### config.mk
export PLATFORM = sky130hd
export DESIGN_NAME = rfi_div
export DESIGN_NICKNAME = d
export VERILOG_FILES = /design/src/hw/rtl/rfi_pkg.sv /design/src/hw/rtl/rfi_div.sv
export SDC_FILE = /design/constraint.sdc
export NUM_CORES = 2
export LEC_CHECK = 0
export ABC_AREA = 1
export ABC_CLOCK_PERIOD_IN_PS = 5200
export BUFFER_PORTS_ARGS = -buffer_cell sky130_fd_sc_hd__buf_2
export CAP_MARGIN = 25
export CORE_UTILIZATION = 35
export DETAILED_ROUTE_END_ITERATION = 6
export PLACE_DENSITY = 0.51
export SLEW_MARGIN = 40
export SYNTH_ARGS = -nofsm -noshare
export SYNTH_HDL_FRONTEND = slang
export SYNTH_SLANG_ARGS = --single-unit
### constraint.sdc
create_clock -name clk -period 5.2 [get_ports clk]
set_input_delay 0 -clock clk [delete_from_list [all_inputs] [get_ports clk]]
set_output_delay 0 -clock clk [all_outputs]
set_load 0.005 [all_outputs]
### src/hw/rtl/rfi_pkg.sv
// Shared types, constants and fixed-point helpers for the reflection-from-impedance block.
package rfi_pkg;

  localparam int FRAC_BITS = 16;
  localparam int WORD_BITS = 24;
  localparam int K0_BITS = 23;
  localparam int PROD_BITS = 2 * WORD_BITS;
  localparam int DIV_V_BITS = WORD_BITS + FRAC_BITS;
  localparam int DIV_BITS_PER_STEP = 2;
  localparam int DIV_STEPS = WORD_BITS / DIV_BITS_PER_STEP;
  localparam int DIV_LAT = DIV_STEPS + 2;
  localparam int SQ_REM_BITS = WORD_BITS + 2;
  localparam int PIPE_LAT = 2 * DIV_LAT + 13;

  typedef logic signed [WORD_BITS-1:0] word_t;
  typedef logic [WORD_BITS-1:0] umag_t;
  typedef logic [PROD_BITS-1:0] prod_t;
  typedef logic [K0_BITS-1:0] k0_t;
  typedef logic [1:0] stat_t;

  typedef struct packed {
    logic neg;
    prod_t mag;
  } rprod_t;

  typedef struct packed {
    word_t re;
    word_t im;
  } cplx_t;

  typedef struct packed {
    rprod_t rr;
    rprod_t ii;
    rprod_t ri;
    rprod_t ir;
  } craw_t;

  typedef struct packed {
    logic graz;
    logic kx_zero;
    logic ky_zero;
  } flag_t;

  localparam stat_t ST_NORMAL = 2'd0;
  localparam stat_t ST_GRAZING = 2'd1;
  localparam stat_t ST_SINGULAR = 2'd2;

  localparam k0_t K0_RESET = k0_t'(65536);
  localparam word_t WORD_MAX = {1'b0, {(WORD_BITS-1){1'b1}}};
  localparam word_t WORD_MIN = {1'b1, {(WORD_BITS-1){1'b0}}};
  localparam word_t ONE_Q = word_t'(1) << FRAC_BITS;

  function automatic umag_t mag(word_t v);
    return v[WORD_BITS-1] ? umag_t'(-v) : umag_t'(v);
  endfunction

  // clamp a magnitude to the signed word range, then apply the sign
  function automatic word_t from_mag(logic neg, prod_t m);
    prod_t lim;
    umag_t v;
    lim = neg ? (prod_t'(1) << (WORD_BITS-1)) : ((prod_t'(1) << (WORD_BITS-1)) - prod_t'(1));
    v = (m > lim) ? lim[WORD_BITS-1:0] : m[WORD_BITS-1:0];
    return neg ? word_t'(-v) : word_t'(v);
  endfunction

  function automatic rprod_t rmul(word_t a, word_t b);
    rprod_t r;
    r.neg = a[WORD_BITS-1] ^ b[WORD_BITS-1];
    r.mag = prod_t'(mag(a)) * prod_t'(mag(b));
    return r;
  endfunction

  // round half away from zero, drop fraction bits, saturate
  function automatic word_t mq_fin(rprod_t x);
    logic [PROD_BITS:0] t;
    t = {1'b0, x.mag} + ((PROD_BITS+1)'(1) << (FRAC_BITS-1));
    return from_mag(x.neg, prod_t'(t >> FRAC_BITS));
  endfunction

  function automatic word_t sat_wide(logic [WORD_BITS:0] v);
    if (v[WORD_BITS] != v[WORD_BITS-1]) return v[WORD_BITS] ? WORD_MIN : WORD_MAX;
    return word_t'(v[WORD_BITS-1:0]);
  endfunction

  function automatic word_t sadd(word_t a, word_t b);
    return sat_wide({a[WORD_BITS-1], a} + {b[WORD_BITS-1], b});
  endfunction

  function automatic word_t ssub(word_t a, word_t b);
    return sat_wide({a[WORD_BITS-1], a} - {b[WORD_BITS-1], b});
  endfunction

  function automatic word_t sneg(word_t a);
    return ssub('0, a);
  endfunction

  function automatic cplx_t csub(cplx_t a, cplx_t b);
    return {ssub(a.re, b.re), ssub(a.im, b.im)};
  endfunction

  function automatic craw_t cmul_raw(cplx_t a, cplx_t b);
    craw_t r;
    r.rr = rmul(a.re, b.re);
    r.ii = rmul(a.im, b.im);
    r.ri = rmul(a.re, b.im);
    r.ir = rmul(a.im, b.re);
    return r;
  endfunction

  function automatic cplx_t cmul_fin(craw_t x);
    return {ssub(mq_fin(x.rr), mq_fin(x.ii)), sadd(mq_fin(x.ri), mq_fin(x.ir))};
  endfunction

endpackage

### src/hw/rtl/rfi_div.sv
// Pipelined rounding fixed-point divider, two quotient bits per stage.
module rfi_div (
  input  logic          clk,
  input  rfi_pkg::word_t num,
  input  rfi_pkg::k0_t   den,
  output rfi_pkg::word_t quo
);
  import rfi_pkg::*;

  logic [DIV_V_BITS-1:0] v;
  logic ovf_nxt;
  logic zro_nxt;

  k0_t   rem_r [0:DIV_STEPS];
  umag_t lo_r  [0:DIV_STEPS];
  umag_t q_r   [0:DIV_STEPS];
  k0_t   d_r   [0:DIV_STEPS];
  logic  neg_r [0:DIV_STEPS];
  logic  ovf_r [0:DIV_STEPS];
  logic  zro_r [0:DIV_STEPS];
  word_t quo_r;

  // dividend is |num| scaled by 2^FRAC plus half the divisor for rounding
  always_comb begin
    v = {mag(num), FRAC_BITS'(0)} + DIV_V_BITS'(den >> 1);
    ovf_nxt = K0_BITS'(v[DIV_V_BITS-1:WORD_BITS]) >= den;
    zro_nxt = (den == '0) && (num == '0);
  end

  always_ff @(posedge clk) begin
    rem_r[0] <= K0_BITS'(v[DIV_V_BITS-1:WORD_BITS]);
    lo_r[0]  <= v[WORD_BITS-1:0];
    q_r[0]   <= '0;
    d_r[0]   <= den;
    neg_r[0] <= num[WORD_BITS-1];
    ovf_r[0] <= ovf_nxt;
    zro_r[0] <= zro_nxt;
  end

  for (genvar g = 1; g <= DIV_STEPS; g++) begin : gen_stage
    k0_t   rem_nxt;
    umag_t lo_nxt;
    umag_t q_nxt;

    always_comb begin : step
      logic [K0_BITS:0] sh;
      k0_t   rm;
      umag_t lo;
      umag_t q;
      rm = rem_r[g-1];
      lo = lo_r[g-1];
      q  = q_r[g-1];
      for (int j = 0; j < DIV_BITS_PER_STEP; j++) begin
        sh = {rm, lo[WORD_BITS-1]};
        lo = {lo[WORD_BITS-2:0], 1'b0};
        if (sh >= {1'b0, d_r[g-1]}) begin
          sh = sh - {1'b0, d_r[g-1]};
          q  = {q[WORD_BITS-2:0], 1'b1};
        end else begin
          q  = {q[WORD_BITS-2:0], 1'b0};
        end
        rm = sh[K0_BITS-1:0];
      end
      rem_nxt = rm;
      lo_nxt  = lo;
      q_nxt   = q;
    end

    always_ff @(posedge clk) begin
      rem_r[g] <= rem_nxt;
      lo_r[g]  <= lo_nxt;
      q_r[g]   <= q_nxt;
      d_r[g]   <= d_r[g-1];
      neg_r[g] <= neg_r[g-1];
      ovf_r[g] <= ovf_r[g-1];
      zro_r[g] <= zro_r[g-1];
    end
  end

  always_ff @(posedge clk) begin
    if (zro_r[DIV_STEPS]) begin
      quo_r <= '0;
    end else begin
      quo_r <= from_mag(neg_r[DIV_STEPS],
                        ovf_r[DIV_STEPS] ? (prod_t'(1) << WORD_BITS) : prod_t'(q_r[DIV_STEPS]));
    end
  end

  assign quo = quo_r;

endmodule

==> flow_summary.ini <==
[grt]
grt_start_max_net_pins = 46
antenna_found_initial = 7
grt_overflow_total = 0
globalRouteTotalUtil = 0.208
grt_pass1_wl_um = 248000
first_global_vias = 44600

[sta]
timing.slew.headroom = 0.474
timing.hold.ws_ns = 0.0998
period_needed_ns = 4.95
finalClockSkew_ns = 0.0300
max_freq_mhz = 202
final_max_slew_viol_count = 0
worst_pin_slew_ns = 0.782
setup_tns_ns = 0
setup_slack_ns = 0.253
final-setup-viol-count = 0
hold_violations = 0
period_share = 0.951

[synthesis]
synth_area_sq_um = 51900
synth_seq_cells = 784
synthCells = 7158
synth_top_flop_cell = dfxtp_1
syn-num-nets = 7825
synth.distinct_cells = 74
seq_area_frac_synth = 0.303
ys_warn_count = 0
synth-edff-count = 0
yosys-top-cells-area = dfxtp_1 30%, ha_1 14%, nand2_1 12%
synthArstFlopShare = 0
syn_area_per_cell_sq_um = 7.25
yosys.area.top_type = dfxtp_1
synth_top_area_frac = 0.303

[critical_path]
r2r_end = rem_r[1][30]
cp.required_ns = 5.80
reg2reg_setup_slack_ns = 0.25
crit_type = flop to flop
cp.arrival_ns = 5.55
path_max_fanout = 45
slowest_stage = nor4_1
reg2reg_depth = 22
reg2reg_from = d_r[2][18]
crit_chain = inv_1 > ha_1 > nand2_1 > inv_1 > nand3_1 > nor4_1 > a21oi_1 > nand3_1 > inv_2 > buf_4 > o21ai_0 > ha_1 > nand2_1 > nor2_1 > a21oi_1 > nand3_1 > a41oi_1 > o21ai_0 > nand2_1 > nand3_2 > buf_12 > o21ai_0
critPathMaxStageDelay_ns = 0.61
critPathLaunchType = flop
worstSetupEndpointType = flop

[clocking]
clk_pin_slew_ns = 0.06
cts_made_buffers = 94
clk_path_buf_depth = 3
worst_skew_pair.late_latency_ns = 0.71
ctsRootBufferMaster = clkbuf_16
cts_tree = built
htree_num_levels = 3
cts.sinks = 784

[hold_path]
hold_end = rem_r[0][0]
min-delay-start = num[8]
hold_depth = 7
hold_class = input pin to flop

[place]
place.gp.congestion = 0.929
place_hpwl_um = 133000
placedCellCount = 9169
port_buffers = 71
pre_cts_ws_ns = -0.230

[floorplanning]
row_count = 140
start_util = 0.354
core-area_sq_um = 146000
die_height_um = 387
die_area_sq_um = 150000
die_x_um = 387
pin_count = 72

[route]
drc = 0
vias = 46600
dr.pass1.iters = 5
drt_iter0_markers = 3117
viasPerCell = 4.94
wirelength_um = 160000
drtAntennaViolNets = 0
wl_per_cell_um = 16.9

[layout]
drive_gt1_frac = 0.0752
instances_no_fill = 9436
final_nets = 8108
area_growth_pct = 14.5

[outcome]
status = completed

[flow_run]
cap_violations = 0
## registers in the layout (all words and copies together) (netlist names)
register / count
ovf_r: 13
rem_r: 269
d_r: 276
neg_r: 13
quo: 24
zro_r: 13
lo_r: 20
q_r: 156
## cells in the final DEF, fill, tap and decap left out, types with 45 or more instances in the layout
master and count:
dlygate4sd3_1 91, buf_4 125, xor2_1 235, o21a_1 45, dfxtp_1 780, a21o_1 50, buf_2 71, a21oi_1 582
nor3_1 62, xnor2_1 207, nand2_1 1623, nor4_1 51, nand4_1 73, o21ai_1 91, nor2_1 428, or2_2 66
clkbuf_16 95, nand3_1 311, a31oi_1 47, o21ai_0 574, ha_1 594, inv_1 907
## cells in the mapped netlist, types with 12 or more instances
cell	count
xor2_1	235
xnor2_1	207
nor3_1	65
nand3b_1	12
o21ai_2	21
buf_2	42
buf_6	13
o21bai_1	37
buf_4	27
o21ai_1	70
inv_2	17
o211ai_1	28
a21boi_0	17
nand4_1	73
inv_1	909
clkbuf_1	25
o21ai_0	596
nand2_1	1623
a21o_1	50
or2_2	66
ha_1	595
fa_1	24
nand3_1	312
a211oi_1	12
dfxtp_1	784
a21oi_1	584
o21a_1	45
a31oi_1	48
nand3_2	13
nor4_1	56
nor2_1	428
## per-stage QoR
stage	instance area [sq um]	utilization
global route	59400	0.406
finish	59400	0.406
detailed placement	55100	0.376
CTS	59300	0.405
global placement	55100	0.376
floorplan	51900	-
## worst max-delay path by stage
stage,startpoint,endpoint,slack (ns),cells after the start
final,d_r[2][18],rem_r[1][30],0.25,22
after global routing,d_r[6][3],rem_r[3][34],-0.008,25
after CTS,d_r[1][19],rem_r[1][17],0.1,25
after detailed placement,d_r[8][0],rem_r[4][27],-0.23,26
after global placement,d_r[8][0],rem_r[4][27],-0.18,26
after floorplan,d_r[9][6],rem_r[5][18],0.97,26
## area by class of cell
| cell class | count | area (sq um) |
|---|---|---|
| Clock inverter | 52 | 649 |
| Sequential cell | 784 | 15700 |
| Multi-Input combinational cell | 5334 | 32200 |
| Inverter | 929 | 3510 |
| Clock buffer | 119 | 2570 |
| Timing Repair Buffer | 298 | 2420 |
| Tap cell | 1917 | 2400 |
| Antenna cell | 3 | 7.51 |
| Fill cell | 15200 | 87000 |
## critical path: cells and delay by family (launching register included)
kind	cells	cell delay, ns
and+or+nand+nor	9	1.63
AOI/OAI and AO/OA	6	1.41
adders and majority gates	2	0.71
buffers and inverters	5	0.67
DFF	1	0.40
## kinds of logic (layout without fill, tap and decap cells)
logic type,count (synthesis),in the layout,share of synthesized area
AO/OA/AOI/OAI,1582,1582,0.171
XOR/XNOR,443,443,0.0749
adder cells (fa/ha/maj),619,619,0.153
buffers and inverters,1040,1398,0.0802
flip-flops,784,784,0.303
multiplexers,1,1,0.000193
other,0,3,0
AND/OR/NAND/NOR,2689,2689,0.219
## repair_timing
item	CTS	global route
pin swaps	0	1
endpoints found under the hold margin	50	0
setup buffers	2	0
endpoints found under the setup margin	38	206
resized for setup	4	65
hold buffers	91	0
## routing by layer
metal	vias to the layer above	GRT usage	share of wire
met5	-	0	0
met4	0	0.0567	0.025
met3	188	0.0261	0.038
met2	872	0.345	0.46
met1	21100	0.281	0.48
li1	24400	-	-
Power is left out: the tool's default activity adds up to more than one toggle a clock period on the data nets, which glitch-free logic cannot reach.
